===== src/sv/wmv_pkg.sv =====
package wmv_pkg;

   // Default build: a 16-entry window of 16-bit samples
   localparam int WMV_DEPTH_DEF       = 16;
   localparam int WMV_SAMPLE_BITS_DEF = 16;

   // Configuration port geometry
   localparam int WMV_CSR_DATA_BITS = 32;
   localparam int WMV_CSR_ADDR_BITS = 3;

   // Register index of the window length
   localparam int WMV_REG_WINDOW_LENGTH = 0;

   // Request opcodes carried on the mode field
   typedef enum logic [0:0] {
      MODE_APPEND = 1'b0,
      MODE_CLEAR  = 1'b1
   } mode_type;

endpackage


===== src/sv/window_mean_variance.sv =====
// A clear is answered in the cycle after acceptance. An append is answered after two passes
//   over the sample RAM and a restoring divider that yields one quotient bit per cycle.
// One request at a time: req_stall holds until the response is taken.
// Reset (synchronous, active high) empties the window, sets the length to the window depth
//   and idles the sequencer; sample RAM contents are not cleared.
module window_mean_variance #(
   parameter int WINDOW_DEPTH = wmv_pkg::WMV_DEPTH_DEF,
   parameter int SAMPLE_BITS  = wmv_pkg::WMV_SAMPLE_BITS_DEF
) (
   input  logic                                      clock,
   input  logic                                      reset,
   // request channel
   input  logic                                      req_valid,
   output logic                                      req_stall,
   input  logic                                      req_mode,
   input  logic signed [SAMPLE_BITS-1:0]             req_sample,
   // response channel
   output logic                                      rsp_valid,
   input  logic                                      rsp_stall,
   output logic [$clog2(WINDOW_DEPTH+1)-1:0]         rsp_fill_count,
   output logic signed [SAMPLE_BITS-1:0]             rsp_average,
   output logic [2*SAMPLE_BITS-1:0]                  rsp_variance,
   // configuration port
   input  logic                                      psel,
   input  logic                                      penable,
   input  logic                                      pwrite,
   input  logic [wmv_pkg::WMV_CSR_ADDR_BITS-1:0]     paddr,
   input  logic [wmv_pkg::WMV_CSR_DATA_BITS-1:0]     pwdata,
   output logic [wmv_pkg::WMV_CSR_DATA_BITS-1:0]     prdata,
   output logic                                      pready
);

   import wmv_pkg::*;

   // Widths
   localparam int SB   = SAMPLE_BITS;
   localparam int CB   = $clog2(WINDOW_DEPTH + 1);          // fill count, length
   localparam int AW   = (WINDOW_DEPTH > 1) ? $clog2(WINDOW_DEPTH) : 1;
   localparam int SUMW = SB + CB;                           // signed window sum
   localparam int SQW  = 2 * SB + CB;                       // sum of squared deviations
   localparam int DW   = SQW;                               // divider dividend width
   localparam int DCW  = $clog2(DW + 1);                    // divider step counter
   localparam int RW   = CB + 1;                            // shifted partial remainder
   localparam int REGW = WMV_CSR_ADDR_BITS - 2;             // register index bits
   localparam int DB   = WMV_CSR_DATA_BITS;

   // Sequencer states
   localparam logic [2:0] ST_IDLE    = 3'd0;
   localparam logic [2:0] ST_SUM     = 3'd1;
   localparam logic [2:0] ST_DIV_AVG = 3'd2;
   localparam logic [2:0] ST_SQ      = 3'd3;
   localparam logic [2:0] ST_DIV_VAR = 3'd4;
   localparam logic [2:0] ST_OUT     = 3'd5;

   logic [2:0]          state_ff,     state_in;
   logic [CB-1:0]       len_ff,       len_in;
   logic [AW-1:0]       wpos_ff,      wpos_in;
   logic [CB-1:0]       vcount_ff,    vcount_in;
   logic [CB-1:0]       cnt_ff,       cnt_in;
   logic                rd_pend_ff,   rd_pend_in;
   logic                prod_vld_ff,  prod_vld_in;
   logic [2*SB-1:0]     prod_ff,      prod_in;
   logic [SUMW-1:0]     sum_ff,       sum_in;
   logic [SQW-1:0]      sq_ff,        sq_in;
   logic [SB-1:0]       avg_ff,       avg_in;
   logic [DW-1:0]       dvd_ff,       dvd_in;
   logic [CB-1:0]       rem_ff,       rem_in;
   logic [DCW-1:0]      div_cnt_ff,   div_cnt_in;
   logic [CB-1:0]       out_fill_ff,  out_fill_in;
   logic [SB-1:0]       out_avg_ff,   out_avg_in;
   logic [2*SB-1:0]     out_var_ff,   out_var_in;

   // Combinational helpers
   logic                req_accept;
   logic                rsp_accept;
   logic                csr_write;
   logic                csr_hit;
   logic [CB-1:0]       eff_len;
   logic [AW-1:0]       wr_pos;
   logic [CB-1:0]       next_pos;
   logic                ram_wr_en;
   logic                ram_rd_en;
   logic [SB-1:0]       ram_rd_data;
   logic [SB:0]         diff;
   logic [SB:0]         diff_mag;
   logic [2*SB-1:0]     prod;
   logic [SUMW-1:0]     abs_sum;
   logic [RW-1:0]       rem_sh;
   logic [RW-1:0]       rem_sub;
   logic                q_bit;
   logic                read_done;

   assign req_accept = req_valid && !req_stall;
   assign rsp_accept = rsp_valid && !rsp_stall;

   // ---------------------------------------------------------------------------------------
   // Configuration: one register, the window length; any byte within its word hits it.
   // ---------------------------------------------------------------------------------------
   assign pready    = 1'b1;
   assign csr_hit   = (paddr[WMV_CSR_ADDR_BITS-1:2] == REGW'(WMV_REG_WINDOW_LENGTH));
   assign csr_write = psel && penable && pwrite && pready && csr_hit;

   always_comb begin
      prdata = '0;
      if (csr_hit) begin
         prdata = DB'(len_ff);
      end
   end

   // Clamp the programmed length into 1..WINDOW_DEPTH.
   always_comb begin
      priority if (len_ff == '0) begin
         eff_len = CB'(1);
      end else if (len_ff > CB'(WINDOW_DEPTH)) begin
         eff_len = CB'(WINDOW_DEPTH);
      end else begin
         eff_len = len_ff;
      end
   end

   // ---------------------------------------------------------------------------------------
   // Circular write pointer: wrap a stale position first (length may have shrunk), then
   // advance past the written slot and wrap again at the window length.
   // ---------------------------------------------------------------------------------------
   assign wr_pos   = (CB'(wpos_ff) >= eff_len) ? '0 : wpos_ff;
   assign next_pos = CB'(wr_pos) + CB'(1);

   // ---------------------------------------------------------------------------------------
   // Sample store. Both passes walk entries 0 .. fill-1 through the one read port; data
   // comes back in the cycle after the address is issued.
   // ---------------------------------------------------------------------------------------
   assign ram_wr_en = req_accept && (req_mode == MODE_APPEND);
   assign ram_rd_en = ((state_ff == ST_SUM) || (state_ff == ST_SQ)) && (cnt_ff < vcount_ff);
   assign read_done = (cnt_ff == vcount_ff) && !rd_pend_ff;

   wmv_ram #(
      .WIDTH (SB),
      .DEPTH (WINDOW_DEPTH)
   ) u_sample_ram (
      .clock   (clock),
      .wr_en   (ram_wr_en),
      .wr_addr (wr_pos),
      .wr_data (req_sample),
      .rd_en   (ram_rd_en),
      .rd_addr (cnt_ff[AW-1:0]),
      .rd_data (ram_rd_data)
   );

   // Deviation from the average and its square (one S x S multiplier, registered).
   assign diff     = {ram_rd_data[SB-1], ram_rd_data} - {avg_ff[SB-1], avg_ff};
   assign diff_mag = diff[SB] ? (~diff + 1'b1) : diff;
   assign prod     = diff_mag[SB-1:0] * diff_mag[SB-1:0];

   // Magnitude of the window sum; the sign is kept in sum_ff for the final negate.
   assign abs_sum = sum_ff[SUMW-1] ? (~sum_ff + 1'b1) : sum_ff;

   // One restoring-division step: shift in the next dividend bit, subtract if it fits.
   assign rem_sh  = {rem_ff, dvd_ff[DW-1]};
   assign q_bit   = (rem_sh >= RW'(vcount_ff));
   assign rem_sub = q_bit ? (rem_sh - RW'(vcount_ff)) : rem_sh;

   // ---------------------------------------------------------------------------------------
   // Sequencer
   // ---------------------------------------------------------------------------------------
   always_comb begin
      state_in    = state_ff;
      len_in      = len_ff;
      wpos_in     = wpos_ff;
      vcount_in   = vcount_ff;
      cnt_in      = cnt_ff;
      rd_pend_in  = ram_rd_en;
      prod_vld_in = 1'b0;
      prod_in     = prod_ff;
      sum_in      = sum_ff;
      sq_in       = sq_ff;
      avg_in      = avg_ff;
      dvd_in      = dvd_ff;
      rem_in      = rem_ff;
      div_cnt_in  = div_cnt_ff;
      out_fill_in = out_fill_ff;
      out_avg_in  = out_avg_ff;
      out_var_in  = out_var_ff;

      if (csr_write) begin
         len_in = pwdata[CB-1:0];
      end

      unique case (state_ff)
         ST_IDLE: begin
            if (req_accept) begin
               if (req_mode == MODE_CLEAR) begin
                  // Drop the window; stored samples stay but are no longer counted.
                  vcount_in   = '0;
                  wpos_in     = '0;
                  out_fill_in = '0;
                  out_avg_in  = '0;
                  out_var_in  = '0;
                  state_in    = ST_OUT;
               end else begin
                  wpos_in   = (next_pos >= eff_len) ? '0 : next_pos[AW-1:0];
                  vcount_in = (vcount_ff < eff_len) ? (vcount_ff + CB'(1)) : vcount_ff;
                  cnt_in    = '0;
                  sum_in    = '0;
                  state_in  = ST_SUM;
               end
            end
         end

         ST_SUM: begin
            // Issue reads, accumulate the sign-extended samples as they return.
            if (ram_rd_en) begin
               cnt_in = cnt_ff + CB'(1);
            end
            if (rd_pend_ff) begin
               sum_in = sum_ff + {{(SUMW-SB){ram_rd_data[SB-1]}}, ram_rd_data};
            end
            if (read_done) begin
               dvd_in     = {abs_sum, {(DW-SUMW){1'b0}}};
               rem_in     = '0;
               div_cnt_in = DCW'(SUMW);
               state_in   = ST_DIV_AVG;
            end
         end

         ST_DIV_AVG: begin
            if (div_cnt_ff != '0) begin
               dvd_in     = {dvd_ff[DW-2:0], q_bit};
               rem_in     = rem_sub[CB-1:0];
               div_cnt_in = div_cnt_ff - DCW'(1);
            end else begin
               // Truncate toward zero: divide the magnitude, then restore the sign.
               avg_in   = sum_ff[SUMW-1] ? (~dvd_ff[SB-1:0] + 1'b1) : dvd_ff[SB-1:0];
               cnt_in   = '0;
               sq_in    = '0;
               state_in = ST_SQ;
            end
         end

         ST_SQ: begin
            // Read, square the deviation into prod_ff, then accumulate.
            if (ram_rd_en) begin
               cnt_in = cnt_ff + CB'(1);
            end
            prod_vld_in = rd_pend_ff;
            if (rd_pend_ff) begin
               prod_in = prod;
            end
            if (prod_vld_ff) begin
               sq_in = sq_ff + SQW'(prod_ff);
            end
            if (read_done && !prod_vld_ff) begin
               dvd_in     = sq_ff;
               rem_in     = '0;
               div_cnt_in = DCW'(DW);
               state_in   = ST_DIV_VAR;
            end
         end

         ST_DIV_VAR: begin
            if (div_cnt_ff != '0) begin
               dvd_in     = {dvd_ff[DW-2:0], q_bit};
               rem_in     = rem_sub[CB-1:0];
               div_cnt_in = div_cnt_ff - DCW'(1);
            end else begin
               out_fill_in = vcount_ff;
               out_avg_in  = avg_ff;
               out_var_in  = dvd_ff[2*SB-1:0];
               state_in    = ST_OUT;
            end
         end

         ST_OUT: begin
            // Hold the response until the consumer takes it.
            if (rsp_accept) begin
               state_in = ST_IDLE;
            end
         end

         default: begin
            state_in = ST_IDLE;
         end
      endcase
   end

   // Control state
   always_ff @(posedge clock) begin
      if (reset) begin
         state_ff    <= ST_IDLE;
         len_ff      <= CB'(WINDOW_DEPTH);
         wpos_ff     <= '0;
         vcount_ff   <= '0;
         cnt_ff      <= '0;
         rd_pend_ff  <= 1'b0;
         prod_vld_ff <= 1'b0;
         div_cnt_ff  <= '0;
      end else begin
         state_ff    <= state_in;
         len_ff      <= len_in;
         wpos_ff     <= wpos_in;
         vcount_ff   <= vcount_in;
         cnt_ff      <= cnt_in;
         rd_pend_ff  <= rd_pend_in;
         prod_vld_ff <= prod_vld_in;
         div_cnt_ff  <= div_cnt_in;
      end
   end

   // Datapath
   always_ff @(posedge clock) begin
      prod_ff     <= prod_in;
      sum_ff      <= sum_in;
      sq_ff       <= sq_in;
      avg_ff      <= avg_in;
      dvd_ff      <= dvd_in;
      rem_ff      <= rem_in;
      out_fill_ff <= out_fill_in;
      out_avg_ff  <= out_avg_in;
      out_var_ff  <= out_var_in;
   end

   assign req_stall      = (state_ff != ST_IDLE);
   assign rsp_valid      = (state_ff == ST_OUT);
   assign rsp_fill_count = out_fill_ff;
   assign rsp_average    = out_avg_ff;
   assign rsp_variance   = out_var_ff;

   // ---------------------------------------------------------------------------------------
   // Checks
   // ---------------------------------------------------------------------------------------
   a_no_accept_while_busy : assert property (@(posedge clock) disable iff (reset)
      !req_stall |-> !rsp_valid)
      else $error("request port open while a response is pending");

   a_fill_in_range : assert property (@(posedge clock) disable iff (reset)
      vcount_ff <= CB'(WINDOW_DEPTH))
      else $error("fill count exceeds window depth");

   a_clear_answers_empty : assert property (@(posedge clock) disable iff (reset)
      (req_accept && (req_mode == MODE_CLEAR)) |=>
         (rsp_valid && (rsp_fill_count == '0) && (rsp_variance == '0)))
      else $error("clear did not produce an empty response");

   a_resp_fill_matches : assert property (@(posedge clock) disable iff (reset)
      rsp_valid |-> (rsp_fill_count == vcount_ff))
      else $error("response fill count differs from window state");

endmodule


===== src/sv/wmv_ram.sv =====
module wmv_ram #(
   parameter int WIDTH = 16,
   parameter int DEPTH = 16
) (
   input  logic                                         clock,
   input  logic                                         wr_en,
   input  logic [((DEPTH > 1) ? $clog2(DEPTH) : 1)-1:0] wr_addr,
   input  logic [WIDTH-1:0]                             wr_data,
   input  logic                                         rd_en,
   input  logic [((DEPTH > 1) ? $clog2(DEPTH) : 1)-1:0] rd_addr,
   output logic [WIDTH-1:0]                             rd_data
);

   logic [WIDTH-1:0] mem_ff [DEPTH];

   always_ff @(posedge clock) begin
      if (wr_en) begin
         mem_ff[wr_addr] <= wr_data;
      end
      if (rd_en) begin
         rd_data <= mem_ff[rd_addr];
      end
   end

endmodule

===== config.mk =====
export PLATFORM = sky130hd
export DESIGN_NAME = window_mean_variance
export DESIGN_NICKNAME = d
export VERILOG_FILES = /design/src/sv/wmv_pkg.sv /design/src/sv/window_mean_variance.sv /design/src/sv/wmv_ram.sv
export SDC_FILE = /design/constraint.sdc
export NUM_CORES = 1
export LEC_CHECK = 0
export BUFFER_PORTS_ARGS = -buffer_cell sky130_fd_sc_hd__buf_4
export CAP_MARGIN = 10
export CORE_MARGIN = 2
export CORE_UTILIZATION = 65
export CTS_BUF_LIST = sky130_fd_sc_hd__clkbuf_4 sky130_fd_sc_hd__clkbuf_8
export CTS_CLUSTER_DIAMETER = 100
export DETAILED_ROUTE_END_ITERATION = 6
export HOLD_SLACK_MARGIN = 0.08
export PLACE_DENSITY = 0.89
export SYNTH_ARGS = -nofsm -noshare
export SYNTH_HDL_FRONTEND = slang
export SYNTH_SLANG_ARGS = --single-unit

===== constraint.sdc =====
create_clock -name clock -period 11.6 [get_ports clock]
set_input_delay 2.32 -clock clock [delete_from_list [all_inputs] [get_ports clock]]
set_output_delay 2.32 -clock clock [all_outputs]
set_load 0.02 [all_outputs]

==> results.cfg <==
[yosys]
yosysWarningCount = 0
synth_area_sq_um = 31200
async_flop_share_pct = 0
synth_cell_types = 94
ys_seq_elements = 502
ys.flop_type = edfxtp_1
avgSynthCellArea_sq_um = 12.3
syn_inst = 2543
seq_area_frac_synth_pct = 47.3
synth-edff-count = 472

[clocking]
cts_htree_levels = 3
cts_resized = 0
cts_root_buf = clkbuf_8
cts_tree = yes
clock-sinks = 502
clockBufferDepth = 3
clkTransAtPathRegs_ns = 0.06
clk_latency_ns = 0.67
numCtsBuffers = 78
cts_hold_buffers = 0
cts_setup_buffers = 0

[floorplanning]
dieArea_sq_um = 49800
num_io_pins = 147
placeableCoreArea_sq_um = 47500
chipWidth_microns = 223
initial_core_util_pct = 65.6
dieHeight_microns = 223
rows = 80

[grt]
grt_pass1_wl_microns = 115000
track_usage_pct = 30.1
grt.overflow.total = 0
antenna_found_initial = 0
grt_max_degree = 69
grt_pass1_vias = 21192

[worst_setup_path]
crit_buf_inv = 6
cp-start-kind = flop
required_ns = 12.00
cp_slowest_stage_delay_ns = 0.65
slowest_stage = xor2_1
crit_path_frequent_cell = fa_1
critPathMaxFanout = 13
cpLargestDelayFamily = adder cells
path_class = flop to flop
worstSetupEndpointType = flop
arrival_ns = 10.69

[layout]
drive_gt1_share_pct = 14.6
multi_input_area_sq_um = 14900
final_area_sq_um = 34200
syn_to_final_growth_pct = 9.59
seq_area_sq_um = 14800
insertedDiodeCount = 0
num-nets-final = 3102
nFillCells = 2945

[outcome]
outcome = finished clean

[timing]
tightest_slew_ns = 1.25
setup_violations = 0
period_share_pct = 88.8
finalHoldViolCount = 0
rsz0062_at_grt = no
fin_crit_ns = 10.30
fmax_ghz = 0.0971
max-slew-margin-rel_pct = 16.4
maxSlewViolCount = 0
skew_ns = 0.0162
fin_tns_setup_ns = 0

[detailed_routing]
vias = 20967
antenna_left = 0
drtIter0Drc = 2086
wl_per_cell_microns = 21.9
drc_errors = 0
routed_via_density = 6.25
routed_wl_microns = 73400
drt_pre_antenna_iters = 6

[place]
io_buffers = 89
gp_congestion = 0.954
post_dp_cell_area_sq_um = 32600
dp_hpwl_microns = 52400

[run]
drv_cap = 0

[worst_hold_path]
hold_path_class = flop to flop
## worst register-to-register path: cells and delay by family (launching register included)
kind | cells | cell delay (ns)
and+or+nand+nor | 5 | 0.81
AOI/OAI and AO/OA | 12 | 3.05
xor gates and xnor gates | 2 | 0.84
buffers and inverters | 6 | 0.80
adders and majority gates | 9 | 4.10
DFF | 1 | 0.45
## per-stage QoR
step           utilization, %  instances  hold slack, ns  setup slack (ns)
2_1_floorplan               -       2569           0.453              2.80
3_3_place_gp             68.5       3212           0.479              1.70
3_5_place_dp             68.5       3212           0.491              1.50
4_1_cts                  71.9       3356           0.503              1.47
5_1_grt                  71.9       3357           0.512             0.785
6_report                 71.9       3357           0.508              1.30
## cell families after synthesis
group | synth area share [%]
flops | 47.3
fa+ha+maj | 18.7
other cells | 0.0241
compound gates | 8.99
xor+xnor | 3.74
simple gates | 9.90
buf+inv | 5.29
mux | 6.06
## cell usage after synthesis (7+ instances only)
| master | count | share of area [%] |
|---|---|---|
| o31ai_1 | 15 | 0.36 |
| o41ai_1 | 7 | 0.20 |
| and3_1 | 15 | 0.30 |
| nand3_1 | 34 | 0.55 |
| a31oi_1 | 7 | 0.14 |
| dfxtp_1 | 30 | 1.9 |
| nand4_1 | 8 | 0.16 |
| nor2_1 | 207 | 2.5 |
| mux2i_1 | 9 | 0.29 |
| a22oi_1 | 20 | 0.48 |
| buf_1 | 9 | 0.11 |
| edfxtp_1 | 472 | 45 |
| nand2b_1 | 33 | 0.66 |
| or3_1 | 20 | 0.40 |
| a211oi_1 | 14 | 0.34 |
| and2_1 | 68 | 1.4 |
| xnor2_1 | 70 | 2.0 |
| a21oi_1 | 95 | 1.5 |
| mux4_2 | 80 | 5.8 |
| o21a_1 | 15 | 0.36 |
| xor2_1 | 54 | 1.5 |
| o21ai_0 | 83 | 1.3 |
| buf_2 | 9 | 0.14 |
| clkbuf_1 | 53 | 0.64 |
| inv_1 | 289 | 3.5 |
| nand2_1 | 152 | 1.8 |
| nor4_1 | 8 | 0.16 |
| ha_1 | 198 | 7.9 |
| a21o_1 | 48 | 1.2 |
| buf_4 | 28 | 0.67 |
| fa_1 | 167 | 11 |
| o21bai_1 | 8 | 0.19 |
| o211ai_1 | 10 | 0.24 |
| inv_2 | 11 | 0.13 |
| nor3_1 | 45 | 0.72 |
| a22o_1 | 13 | 0.36 |
| nor2b_1 | 19 | 0.38 |
## layout by cell type, fill, tap and decap left out, types with 27 or more instances in the layout
master	instances
buf_4	129
clkbuf_8	83
conb_1	28
inv_1	289
nand2_1	152
a21o_1	48
nor2_1	206
a21oi_1	94
ha_1	198
xnor2_1	70
xor2_1	54
clkbuf_4	27
edfxtp_1	472
mux4_2	80
dfxtp_1	28
nand2b_1	33
nor3_1	40
o21ai_0	83
and2_1	68
nand3_1	34
fa_1	167
## final timing paths
path	start	endpoint	slack (ns)	cells past startpoint
setup reg to reg	avg_ff[0]	prod_ff[30]	1.30	34
setup / recovery	avg_ff[0]	prod_ff[30]	1.30	34
hold reg to reg	div_cnt_ff[0]	div_cnt_ff[0]	0.51	1
hold / removal	div_cnt_ff[0]	div_cnt_ff[0]	0.51	1
## layer usage
metal	global-route usage, %	wire length (microns)	part of all wire [%]	vias up
met5	0	0	0	-
met4	13.1	2980	4.1	0
met3	5.82	6200	8.5	201
met2	50.2	36400	50	1060
met1	38.9	27800	38	10385
li1	-	-	-	9321
## registers in the layout (all words and copies together) (netlist names)
signal and cells:
avg_ff 16, cnt_ff 5, div_cnt_ff 6, dvd_ff 37, len_ff 5, prod_ff 31, prod_vld_ff 1, rd_pend_ff 1
rem_ff 5, rsp_average 16, rsp_fill_count 5, rsp_variance 32, sq_ff 37, state_ff 3, sum_ff 21, u_sample_ram.mem_ff 256
u_sample_ram.rd_data 16, vcount_ff 5, wpos_ff 4
## cell type report
type	count	area share (%)
inverter	303	3.33
timing repair buffer	130	2.87
clock buffer	110	3.93
clock inverter	34	0.750
multi-input combinational	1663	43.7
tap	615	2.25
sequential	502	43.2
Power is left out: the tool's default activity adds up to more than one toggle a clock period on the data nets, which glitch-free logic cannot reach.
